<file path="config.mk">
export PLATFORM = sky130hd
export DESIGN_NAME = tspf_out_fifo
export DESIGN_NICKNAME = d
export VERILOG_FILES = /design/src/tspf_pkg.sv /design/src/tspf_out_fifo.sv
export VERILOG_INCLUDE_DIRS = /design/src /design/src/src
export SDC_FILE = /design/constraint.sdc
export NUM_CORES = 1
export LEC_CHECK = 0
export BUFFER_PORTS_ARGS = -buffer_cell sky130_fd_sc_hd__buf_2
export CORE_UTILIZATION = 40
export DETAILED_ROUTE_END_ITERATION = 6
export SLEW_MARGIN = 10
export SYNTH_ARGS = -nofsm -noshare
export SYNTH_HDL_FRONTEND = slang
export SYNTH_SLANG_ARGS = --single-unit
</file>
<file path="constraint.sdc">
create_clock -name clk -period 3.2 [get_ports clk]
set_input_delay 0.64 -clock clk [delete_from_list [all_inputs] [get_ports clk]]
set_output_delay 0.64 -clock clk [all_outputs]
set_load 0.01 [all_outputs]
</file>
<file path="src/assert_macros.svh">
// Assertion macros shared by the PID filter RTL.
// Included by every module that carries concurrent checks; needs clk and rst_n in scope.
`ifndef ASSERT_MACROS_SVH
`define ASSERT_MACROS_SVH
`ifndef SYNTHESIS
// check gated off while reset is active
`define TSPF_ASSERT(label, prop, msg) \
    label: assert property (@(posedge clk) disable iff (!rst_n) prop) else $error(msg);
// check that also holds through reset
`define TSPF_ASSERT_ALWAYS(label, prop, msg) \
    label: assert property (@(posedge clk) prop) else $error(msg);
`else
`define TSPF_ASSERT(label, prop, msg)
`define TSPF_ASSERT_ALWAYS(label, prop, msg)
`endif
`endif

</file>
<file path="src/tspf_pkg.sv">
// Shared types and constants for the transport stream PID filter.
// No dependencies; used by tspf_out_fifo and ts_pid_filter_core.
package tspf_pkg;

    // PID space and header decoding
    localparam int          PID_W       = 13;
    localparam int          PID_COUNT   = 8192;
    localparam logic [7:0]  SYNC_BYTE   = 8'h47;
    localparam logic [7:0]  PID_HI_MASK = 8'h1f;

    // most results one stream byte can give (sync, header 1, header 2)
    localparam int          MAX_PUSH    = 3;
    localparam int          PUSH_W      = 2;

    // output queue depth; input held off once the queue could overflow
    localparam int          OUT_DEPTH   = 16;
    localparam int          STALL_LIMIT = OUT_DEPTH - 2 * MAX_PUSH;

    // one result transaction
    typedef struct packed {
        logic [7:0] data;
        logic       last;
    } out_item_t;

endpackage

</file>
<file path="src/tspf_out_fifo.sv">
// Output queue of the PID filter: takes up to three results a cycle, gives one when not stalled.
// Depends on tspf_pkg and assert_macros.svh.
`include "assert_macros.svh"

module tspf_out_fifo #(
    parameter int DEPTH = 16
) (
    input  logic                                               clk,
    input  logic                                               rst_n,
    input  logic [tspf_pkg::PUSH_W-1:0]                        push_cnt,
    input  tspf_pkg::out_item_t [tspf_pkg::MAX_PUSH-1:0]       push_data,
    output logic [$clog2(DEPTH+1)-1:0]                         count,
    output logic                                               out_valid,
    input  logic                                               out_stall,
    output tspf_pkg::out_item_t                                out_item
);

    localparam int AW = $clog2(DEPTH);
    localparam int CW = $clog2(DEPTH + 1);

    tspf_pkg::out_item_t entries_reg [DEPTH];
    logic [AW-1:0]       wr_ptr_reg;
    logic [AW-1:0]       wr_ptr_next;
    logic [AW-1:0]       rd_ptr_reg;
    logic [AW-1:0]       rd_ptr_next;
    logic [CW-1:0]       count_reg;
    logic [CW-1:0]       count_next;
    logic                pop;

    // head of queue and pop handshake
    assign out_valid = (count_reg != '0);
    assign out_item  = entries_reg[rd_ptr_reg];
    assign pop       = out_valid & ~out_stall;
    assign count     = count_reg;

    // pointer and fill arithmetic
    assign wr_ptr_next = wr_ptr_reg + AW'(push_cnt);
    assign rd_ptr_next = rd_ptr_reg + AW'(pop);
    assign count_next  = count_reg + CW'(push_cnt) - CW'(pop);

    always_ff @(posedge clk or negedge rst_n)
    begin
        if (!rst_n)
        begin
            wr_ptr_reg <= '0;
            rd_ptr_reg <= '0;
            count_reg  <= '0;
        end
        else
        begin
            wr_ptr_reg <= wr_ptr_next;
            rd_ptr_reg <= rd_ptr_next;
            count_reg  <= count_next;
        end
    end

    // storage, written at consecutive slots from the write pointer
    always_ff @(posedge clk)
    begin
        for (int i = 0; i < tspf_pkg::MAX_PUSH; i++)
        begin
            if (i < int'(push_cnt))
            begin
                entries_reg[wr_ptr_reg + AW'(i)] <= push_data[i];
            end
        end
    end

    `TSPF_ASSERT_ALWAYS(a_count_bound, count_reg <= CW'(DEPTH), "output queue count above depth")
    `TSPF_ASSERT(a_no_overflow, (CW'(push_cnt) + count_reg) <= CW'(DEPTH), "output queue overflow")
    `TSPF_ASSERT(a_empty_ptrs, (count_reg != '0) || (wr_ptr_reg == rd_ptr_reg), "pointers apart when empty")

endmodule

</file>
======== Yosys cells after proc, flatten, opt, wreduce, memory -nomap -nowiden ========
Memories as Yosys holds them, arrays and structs flattened.
Index checks and enable logic that the tools add are counted.
word-level totals
  flip-flop bits (word level) ............. 13
  memories ................................ 1
  word-level logic and storage cells ...... 22
  input port bits ......................... 32
  output and inout port bits .............. 15
  RAM bits ................................ 144
cells by class
  mux-type cells .......................... 6
  bitwise gates (word level) .............. 2
  reduce and logical (&&, ||, !) cells .... 1
  add/subtract/negate cells ............... 6
  magnitude comparators ................... 3
memories
  name         depth  width  read ports  clocked after memory_dff  wr ports  RTL line             text
  entries_reg  16     9      1           0                         3         tspf_out_fifo.sv:21  tspf_pkg::out_item_t entries_reg [DEPTH];
operators with widths
  cell                                                                  number
  1-bit two-way mux                                                     6
  5-bit by 2-bit adder with 5-bit output                                1
  5-bit nonzero test                                                    1
  5-bit by 1-bit subtractor with 5-bit output                           1
  4-bit by 1-bit adder with 4-bit output                                1
  4-bit by 1-bit adder with 4-bit output (second input constant)        1
  4-bit by 2-bit adder with 4-bit output                                1
  4-bit by 2-bit adder with 4-bit output (second input constant)        1
  1-bit by 2-bit < comparator with 1-bit output (first input constant)  2
  2-bit < comparator (first input constant)                             1
  1-bit AND                                                             1
  1-bit NOT                                                             1

======== Longest topological paths before layout ========
Gate-level depths: netlist (run 1).
  depth after elaboration ................. 3
  depth in mapped cells ................... 12
  mapped depth without buffers ............ 12

======== Worst setup path after synthesis (run 1) ========
No wires, ideal clock.
  path type ............................... reg-to-reg
  start point ............................. reg count_reg[3], in the netlist count[3]
  end point ............................... reg count_reg[4], in the netlist count[4]
  data required time ...................... 3.077 ns
  cell stages (with the launch flop) ...... 13
  buffers on the path ..................... 0
  period minus slack after synthesis ...... 2.795 ns
  path slack .............................. 0.405 ns
  setup time .............................. 0.123 ns
  arrival time ............................ 2.672 ns
  path through ............................ dfrtp_1 > inv_1 > ha_1 > or4b_2 > nor2b_1 > ha_1 > inv_1 > ha_1 > fa_1 > a21oi_1 > nor2_1 > nor2_1 > xnor2_1
between the ends
  longest elaborated chain between the ends .. 3
  elaborated cells on any way between the ends .. 4
  classes of those cells .................. 2 x add/sub; 1 x bitwise; 1 x reduce/logical
ends and longest elaborated chain
  what                                         RTL line             text
  start: declaration                           tspf_out_fifo.sv:26  logic [CW-1:0] count_reg;
  start signal: assignment                     tspf_out_fifo.sv:53  count_reg <= count_next;
  5-bit nonzero test                           tspf_out_fifo.sv:31  assign out_valid = (count_reg != '0);
  net out_valid                                tspf_out_fifo.sv:13  output logic out_valid,
  1-bit AND                                    tspf_out_fifo.sv:33  assign pop = out_valid & ~out_stall;
  5-bit by 1-bit subtractor with 5-bit output  tspf_out_fifo.sv:39  assign count_next = count_reg + CW'(push_cnt) - CW'(pop);
  net count_next[4]                            tspf_out_fifo.sv:27  logic [CW-1:0] count_next;
The timed path passes the listed nets, and every way through them passes these cells.

==> results of run 1 <==
[worst paths after layout]
kind / to / slack [ns] / cells past startpoint / startpoint
setup reg to reg: count[4]$_DFF_PN0_ / 0.35 / 12 / count[2]$_DFF_PN0_
max in group asynchronous: rd_ptr_reg[0]$_DFF_PN0_ / 2.87 / 1 / rst_n
hold reg to reg: rd_ptr_reg[3]$_DFF_PN0_ / 0.56 / 1 / rd_ptr_reg[3]$_DFF_PN0_
setup / recovery: out_item[7] / 0.15 / 4 / rd_ptr_reg[0]$_DFF_PN0_
hold / removal: wr_ptr_reg[0]$_DFF_PN0_ / 0.07 / 1 / rst_n
min in group clk: rd_ptr_reg[3]$_DFF_PN0_ / 0.56 / 1 / rd_ptr_reg[3]$_DFF_PN0_
[routing by layer]
metal / vias up / wire [um]
li1: 3447 / -
met2: 485 / 15600
met4: 0 / 1510
met1: 4005 / 12600
met5: - / 0
met3: 104 / 2880
[kinds of logic (layout without fill, tap and decap cells)]
group,after synthesis,after routing,share of synthesized area (%)
adders and majority gates,14,14,1.93
xor gates and xnor gates,12,12,1.22
buffers and inverters,103,141,4.68
AOI/OAI and AO/OA,196,196,15.2
DFF,157,157,47.2
muxes,100,100,16.1
and+or+nand+nor,296,296,13.6
[where the power goes]
| part | internal (mW) | switching [mW] | leakage, nW |
|---|---|---|---|
| clock | 1.18 | 0.971 | 0.288 |
| sequential | 3.04 | 0.261 | 1.47 |
| combinational | 1.93 | 3.23 | 2.22 |
[layout make-up]
class | count | area [um^2]
sequential | 157 | 4650
tap | 324 | 405
inverter | 16 | 60.1
fill | 2251 | 13200
multi-input combinational | 618 | 4740
clock inverter | 14 | 170
clock buffer | 18 | 429
timing repair buffer | 93 | 608
[stage by stage]
step	hold slack (ns)	setup WS [ns]	total power, mW	instances	util (%)
CTS	0.0849	0.169	10.5	1240	45.6
global route	0.0944	0.130	11.1	1240	45.6
global placement	0.517	0.399	8.34	1208	43.2
detailed placement	0.543	0.345	8.42	1208	43.2
floorplan	0.344	0.405	6.67	878	-
finish	0.0713	0.153	10.6	1240	45.6
[worst max-delay path: stages, from the launching register on]
cell	delay, ns
sky130_fd_sc_hd__dfrtp_2	0.39
sky130_fd_sc_hd__buf_12	0.24
sky130_fd_sc_hd__mux4_2	0.59
sky130_fd_sc_hd__mux4_2	0.54
sky130_fd_sc_hd__buf_2	0.17
[cell usage in the layout, fill, tap and decap left out, types with 8 or more instances in the layout]
cell type / n
sky130_fd_sc_hd__o21bai_1: 8
sky130_fd_sc_hd__nor2_1: 46
sky130_fd_sc_hd__o21ai_0: 20
sky130_fd_sc_hd__buf_2: 46
sky130_fd_sc_hd__mux2_2: 9
sky130_fd_sc_hd__inv_1: 15
sky130_fd_sc_hd__mux4_2: 42
sky130_fd_sc_hd__a32o_1: 18
sky130_fd_sc_hd__nand3_1: 13
sky130_fd_sc_hd__ha_1: 12
sky130_fd_sc_hd__nand2_1: 193
sky130_fd_sc_hd__o221ai_1: 72
sky130_fd_sc_hd__a21oi_1: 42
sky130_fd_sc_hd__mux2i_1: 40
sky130_fd_sc_hd__clkbuf_16: 17
sky130_fd_sc_hd__buf_4: 45
sky130_fd_sc_hd__dfrtp_1: 12
sky130_fd_sc_hd__a32oi_1: 18
sky130_fd_sc_hd__edfxtp_1: 144
sky130_fd_sc_hd__mux2_4: 9
==> results.yml, run 1 <==
route:
  number_of_design_rule_violations_left_by_the_first_detailed_router_iteration: 1223
  wl_per_cell_um: 26.3
  detail_route.drc_violations: 0
  drt-pass1-iter-count: 6
  finalWirelength_um: 32600
  antenna_left: 0
  viasPerCell: 6.48
  vias: 8041
grt:
  global_route.usage.met2_pct: 42.9
  grt_first_pass_wirelength_um: 49400
  antenna_found_initial: 0
  met1_usage_pct: 33.5
  grt.total_usage_pct: 26.4
  globalRouteMet3Util_pct: 4.78
  first_global_vias: 8013
  grt_max_degree: 37
  global_route.overflow_total: 0
  grt_busiest_layer: "met2"
logic_synthesis:
  synth_edf_count: 144
  post_synth_main_area_contributors: "sky130_fd_sc_hd__edfxtp_1, sky130_fd_sc_hd__mux4_2, sky130_fd_sc_hd__nand2_1"
  synth-seq-area-share_pct: 47.2
  netlist_instances: 878
  post-synth-top-count-cell: "sky130_fd_sc_hd__nand2_1"
  yosys_register_bits: 157
  ys_warn_count: 0
  synth_top_area_share_pct: 43.9
  asyncSetResetFlopFracSynth_pct: 8.28
  synthFlopType: "sky130_fd_sc_hd__edfxtp_1"
  netlist-cell-type-count: 60
  synth.net_count: 924
  postSynthAreaPerCell_um2: 11.2
  cell_type_contributing_the_most_total_cell_area_after_synthesis: "sky130_fd_sc_hd__edfxtp_1"
  yosys-top-cells-count: "sky130_fd_sc_hd__nand2_1, sky130_fd_sc_hd__edfxtp_1, sky130_fd_sc_hd__o221ai_1, sky130_fd_sc_hd__clkbuf_1, sky130_fd_sc_hd__nor2_1"
  syn-cell-area_um2: 9840
status:
  run_status: "finished, final reports clean"
setup_path:
  critPathArrivalTime_ns: 2.41
  end_kind: "output port"
  cp-start-kind: "flip-flop"
  criticalPathCategory: "reg -> out"
  critical_path_required_ns: 2.56
  worst-path-max-fanout: 28
clock_network:
  postCtsSetupBuffers: 0
  cts.repair.resized: 0
  clk_pin_slew_worst_paths_ns: 0.07
  numCtsBuffers: 17
  htreeDepth: 4
  clock_tree_from_tritoncts: "yes"
  cts.hold.buffers_added: 0
  clock_sinks: 157
  clock_latency_on_the_worst_skew_pair_ns: 0.44
  clock_path_buffers: 2
  cts_root_buffer: "sky130_fd_sc_hd__clkbuf_16"
sta:
  number_of_endpoints_with_negative_hold_slack_in_the_final_report: 0
  clock_skew_ns: 0.00837
  setup-tns-final_ns: 0
  final_min_period_over_clock_period_pct: 95.2
  slew_headroom_pct: 17.1
  max_freq_ghz: 0.328
  maxSlewViolCount: 0
  report.final.setup_viol: 0
  period_needed_ns: 3.05
  worst_pin_slew_ns: 1.24
  unrepaired_setup_endpoints_after_global_routing: "false"
layout:
  final_cell_area_um2: 11100
  count_of_antenna_diodes_in_the_layout: 0
  largest_reg_flops: 144
  share_of_cells_above_drive_strength_1_pct: 22.7
  area_delta_synth_final_pct: 12.4
  layout.nets: 949
floorplanning:
  floorplan_row_count: 57
  core_um2: 24200
  i_o_pins: 47
  fp.dieArea_um2: 25200
  initial_core_util_pct: 40.6
  fp.dieH_um: 159
  die_extent_in_x_um: 159
place:
  gp_routability_congestion: 0.875
  io_buffers: 46
  hpwlAfterDp_um: 21900
  dpl_cell_area_um2: 10500
pwr:
  powerDensity_nw_per_um2: 959
  power_leakage_nw: 3.98
  vdd.ir_drop.worst_uv: 539
hold_path:
  min-delay-path-class: "in -> async"
job:
  maxCapViolations: 0
No activity file was read; power rests on OpenSTA's default activity.
==> inputs of run 2 (changes only) <==
--- a/config.mk
+++ b/config.mk
@@ -8,6 +8,7 @@
 export LEC_CHECK = 0
 export BUFFER_PORTS_ARGS = -buffer_cell sky130_fd_sc_hd__buf_2
 export CORE_UTILIZATION = 40
+export CTS_BUF_LIST = sky130_fd_sc_hd__clkbuf_8
 export DETAILED_ROUTE_END_ITERATION = 6
 export SLEW_MARGIN = 10
 export SYNTH_ARGS = -nofsm -noshare
==> run 2 against run 1 <==
Net effect:
- combinational power about the same
- count of clock-buffer cells in the layout down 1
- first-iteration DRC count down 2.2%
- register-to-register slack about the same
- sequential share of layout area up 0.74 points
- maximum frequency down 0.44%
- sequential power about the same
- routed wire length down 0.88%
- via count down 0.63%
- largest power group unchanged
==> results.yml, run 2 (synthesized netlist as in run 1, its figures left out) <==
status:
  run_status: "finished, final reports clean"
setup_path:
  end_kind: "output port"
  rr_worst_depth: 12
  timing_startpoint_of_the_critical_path: "rd_ptr_reg[0]$_DFF_PN0_"
  crit-reg2reg-launch: "count[2]$_DFF_PN0_"
  regToRegSetupSlack_ns: 0.34
  cp-start-kind: "flip-flop"
  worst-path-max-fanout: 28
  r2r_end: "count[4]$_DFF_PN0_"
  criticalPathCategory: "reg -> out"
  critical_path_required_ns: 2.56
  critPathArrivalTime_ns: 2.42
layout:
  area_delta_synth_final_pct: 10.5
  layout_common_cells: "sky130_fd_sc_hd__nand2_1, sky130_fd_sc_hd__edfxtp_1, sky130_fd_sc_hd__o221ai_1, sky130_fd_sc_hd__nor2_1, sky130_fd_sc_hd__buf_2"
  most_frequent_standard_cell_in_the_layout_excluding_fill_and_tap_cells: "sky130_fd_sc_hd__nand2_1"
  largest_reg_flops: 144
  share_of_cells_above_drive_strength_1_pct: 22.7
  count_of_antenna_diodes_in_the_layout: 0
  n_fill_cell: 2274
  layout.nets: 949
sta:
  number_of_endpoints_with_negative_hold_slack_in_the_final_report: 0
  final_min_period_over_clock_period_pct: 95.6
  unrepaired_setup_endpoints_after_global_routing: "false"
  max_freq_ghz: 0.327
  period_needed_ns: 3.06
  report.final.setup_viol: 0
  worst_pin_slew_ns: 1.24
  maxSlewViolCount: 0
  clock_skew_ns: 0.0121
  setup-tns-final_ns: 0
  slew_headroom_pct: 17.5
route:
  antenna_left: 0
  number_of_design_rule_violations_left_by_the_first_detailed_router_iteration: 1196
  drt-pass1-iter-count: 6
  wl_per_cell_um: 26.0
  vias: 7990
  detail_route.drc_violations: 0
  viasPerCell: 6.44
  finalWirelength_um: 32300
place:
  hpwlAfterDp_um: 21900
  gp_routability_congestion: 0.875
  io_buffers: 46
clock_network:
  clock_latency_on_the_worst_skew_pair_ns: 0.46
  numCtsBuffers: 17
  htreeDepth: 4
  clock_path_buffers: 2
  cts_root_buffer: "sky130_fd_sc_hd__clkbuf_8"
  postCtsSetupBuffers: 0
  cts.repair.resized: 0
  clock_tree_from_tritoncts: "yes"
  cts.hold.buffers_added: 0
  clock_sinks: 157
  clk_pin_slew_worst_paths_ns: 0.10
hold_path:
  min-delay-path-class: "in -> async"
floorplanning:
  die_extent_in_x_um: 159
  core_um2: 24200
  fp.dieArea_um2: 25200
  i_o_pins: 47
  initial_core_util_pct: 40.6
  fp.dieH_um: 159
  floorplan_row_count: 57
job:
  maxCapViolations: 0
grt:
  grt_max_degree: 37
  grt.total_usage_pct: 26.1
  first_global_vias: 7986
  grt_first_pass_wirelength_um: 49000
  global_route.overflow_total: 0
  antenna_found_initial: 0
pwr:
  power_leakage_nw: 3.89
  fin_total_pwr_mw: 10.1
  powerDensity_nw_per_um2: 924
  vdd.ir_drop.worst_uv: 522
run 2: final cells by class:
class                           count  area [um^2]  area share (%)
Clock inverter                     15          174            1.60
Clock buffer                       17          234            2.15
Inverter                           16         60.1           0.552
Timing Repair Buffer               93          608            5.59
Tap cell                          324          405            3.73
Sequential cell                   157         4650            42.8
Multi-Input combinational cell    618         4740            43.6
run 2: worst max-delay path by stage:
stage                               endpoint  cells past startpoint
after floorplan           count[4]$_DFF_PN0_                     12
after global placement    count[4]$_DFF_PN0_                     12
after detailed placement  count[4]$_DFF_PN0_                     12
after CTS                        out_item[7]                      4
after global routing             out_item[7]                      4
final                            out_item[7]                      4
run 2: power breakdown:
group	total [mW]	internal, mW	switching (mW)
sequential	3.29	3.03	0.261
clock	1.60	0.721	0.879
combinational	5.16	1.93	3.22
run 2: worst max-delay path: stages, from the launching register on:
cell and delay, ns:
sky130_fd_sc_hd__dfrtp_2 0.39, sky130_fd_sc_hd__buf_12 0.24, sky130_fd_sc_hd__mux4_2 0.59, sky130_fd_sc_hd__mux4_2 0.54, sky130_fd_sc_hd__buf_2 0.17
run 2: layer usage:
metal  part of all wire, %  up-vias  wire (um)  global-route usage, %
li1                      -     3440          -                      -
met1                    38     3949      12400                   33.4
met2                    47      498      15200                   42.0
met3                   9.6      103       3100                   5.02
met4                   4.8        0       1550                   13.8
met5                     0        -          0                      0
run 2: through the flow:
stage / hold slack [ns] / cell area, um^2 / std cells / util [%] / setup WS (ns)
6_report: 0.0471 / 10900 / 1240 / 44.9 / 0.140
5_1_grt: 0.0501 / 10900 / 1240 / 44.9 / 0.0942
4_1_cts: 0.0464 / 10900 / 1240 / 44.9 / 0.134
3_5_place_dp: 0.543 / 10500 / 1208 / 43.2 / 0.345
3_3_place_gp: 0.517 / 10500 / 1208 / 43.2 / 0.399
2_1_floorplan: 0.344 / 9840 / 878 / - / 0.405
==> inputs of run 3 (changes only) <==
==> constraint.sdc (replaced) <==
create_clock -name clk -period 3.7 [get_ports clk]
set_input_delay 0.74 -clock clk [delete_from_list [all_inputs] [get_ports clk]]
set_output_delay 0.74 -clock clk [all_outputs]
set_load 0.01 [all_outputs]
==> run 3 against run 2 <==
Net effect:
- non-clock buffer count is 4 lower
- design area down 0.31%
- sequential power down 13%
- sequential cell count stayed put
- via count up 0.88%
- global-route usage increased by 0.28 points
- critical path type unchanged
- cell count decreased by 0.32%
- worst setup slack better by 0.31 ns
==> results.yml, run 3 (synthesized netlist as in run 1, its figures left out) <==
sta:
  worst_pin_slew_ns: 1.08
  report.final.setup_viol: 0
  period_needed_ns: 3.25
  slew_headroom_pct: 27.6
  unrepaired_setup_endpoints_after_global_routing: "false"
  clock_skew_ns: 0.0159
  final_min_period_over_clock_period_pct: 87.8
  setup-tns-final_ns: 0
  maxSlewViolCount: 0
  max_freq_ghz: 0.308
  number_of_endpoints_with_negative_hold_slack_in_the_final_report: 0
floorplanning:
  core_um2: 24200
  fp.dieH_um: 159
  die_extent_in_x_um: 159
  initial_core_util_pct: 40.6
  fp.dieArea_um2: 25200
  floorplan_row_count: 57
  i_o_pins: 47
grt:
  grt_busiest_layer: "met2"
  grt_max_degree: 38
  global_route.overflow_total: 0
  global_route.usage.met2_pct: 40.9
  globalRouteMet3Util_pct: 5.49
  met1_usage_pct: 35.6
  first_global_vias: 7577
  grt.total_usage_pct: 26.4
  antenna_found_initial: 0
  grt_first_pass_wirelength_um: 49300
layout:
  largest_reg_flops: 144
  layout_common_cells: "sky130_fd_sc_hd__nand2_1, sky130_fd_sc_hd__edfxtp_1, sky130_fd_sc_hd__o221ai_1, sky130_fd_sc_hd__nor2_1, sky130_fd_sc_hd__buf_2"
  layout_utilization_pct: 44.7
  area_delta_synth_final_pct: 10.1
  most_frequent_standard_cell_in_the_layout_excluding_fill_and_tap_cells: "sky130_fd_sc_hd__nand2_1"
  layout.nets: 945
  share_of_cells_above_drive_strength_1_pct: 22.6
  count_of_antenna_diodes_in_the_layout: 0
route:
  vias: 8060
  detail_route.drc_violations: 0
  number_of_design_rule_violations_left_by_the_first_detailed_router_iteration: 1268
  finalWirelength_um: 32900
  viasPerCell: 6.52
  antenna_left: 0
  drt-pass1-iter-count: 6
  wl_per_cell_um: 26.6
pwr:
  vdd.ir_drop.worst_uv: 786
  powerDensity_nw_per_um2: 798
  fin_total_pwr_mw: 8.65
  power_leakage_nw: 3.87
clock_network:
  clock_latency_on_the_worst_skew_pair_ns: 0.50
  clock_path_buffers: 2
  clock_tree_from_tritoncts: "yes"
  cts.repair.resized: 0
  cts.hold.buffers_added: 0
  clock_sinks: 157
  cts_root_buffer: "sky130_fd_sc_hd__clkbuf_8"
  clk_pin_slew_worst_paths_ns: 0.11
  postCtsSetupBuffers: 0
  htreeDepth: 4
  numCtsBuffers: 17
place:
  gp_routability_congestion: 0.912
  io_buffers: 46
  hpwlAfterDp_um: 22400
hold_path:
  min-delay-path-class: "in -> async"
job:
  maxCapViolations: 0
status:
  run_status: "finished, final reports clean"
setup_path:
  end_kind: "output port"
  critical_path_required_ns: 2.96
  cp-start-kind: "flip-flop"
  criticalPathCategory: "reg -> out"
  worst-path-max-fanout: 37
  crit-reg2reg-launch: "count[2]$_DFF_PN0_"
  timing_startpoint_of_the_critical_path: "rd_ptr_reg[1]$_DFF_PN0_"
  critPathArrivalTime_ns: 2.51
run 3: cell types whose count changed in the layout (fill, tap and decap cells not counted), moves of 2 or more:
cell	before	now
sky130_fd_sc_hd__buf_4	45	43
sky130_fd_sc_hd__clkinvlp_4	2	0
sky130_fd_sc_hd__clkinv_8	0	6
sky130_fd_sc_hd__buf_12	2	0
sky130_fd_sc_hd__bufinv_16	2	0
run 3: power by group:
group	total, mW	internal, mW	switching, mW
Sequential	2.87	2.62	0.248
Combinational	4.41	1.63	2.77
Clock	1.38	0.527	0.848
run 3: worst paths after layout:
kind                            slack, ns                      end  cells past startpoint
worst max register to register       0.84       count[4]$_DFF_PN0_                     12
max in group asynchronous            3.32  rd_ptr_reg[0]$_DFF_PN0_                      1
worst min-delay path                 0.12       count[0]$_DFF_PN0_                      1
worst min register to register       0.53  rd_ptr_reg[3]$_DFF_PN0_                      1
min in group clk                     0.53  rd_ptr_reg[3]$_DFF_PN0_                      1
worst max-delay path                 0.45              out_item[7]                      4
run 3: through the flow:
step           setup WS, ns  hold slack, ns  area [um^2]  cells
6_report              0.452           0.124        10800   1236
5_1_grt               0.391           0.141        10800   1236
4_1_cts               0.447           0.131        10800   1236
3_5_place_dp          0.836           0.507        10400   1204
3_3_place_gp          0.891           0.510        10400   1204
2_1_floorplan         0.905           0.444         9840    878
run 3: per-layer routing:
| layer | vias up | part of all wire, % |
|---|---|---|
| met3 | 102 | 10 |
| met2 | 565 | 46 |
| li1 | 3436 | - |
| met5 | - | 0 |
| met1 | 3957 | 40 |
| met4 | 0 | 4.3 |
run 3: critical path: stages (launching register included):
cell and delay (ns):
sky130_fd_sc_hd__dfrtp_1 0.33, sky130_fd_sc_hd__buf_4 0.49, sky130_fd_sc_hd__mux4_2 0.45, sky130_fd_sc_hd__mux4_2 0.54, sky130_fd_sc_hd__buf_2 0.17
run 3: cell type report:
type,count,area [um^2]
Clock buffer,17,234
Inverter,16,60.1
Multi-Input combinational cell,618,4750
Clock inverter,15,191
Timing Repair Buffer,89,553
Fill cell,2283,13400
Sequential cell,157,4650
Tap cell,324,405
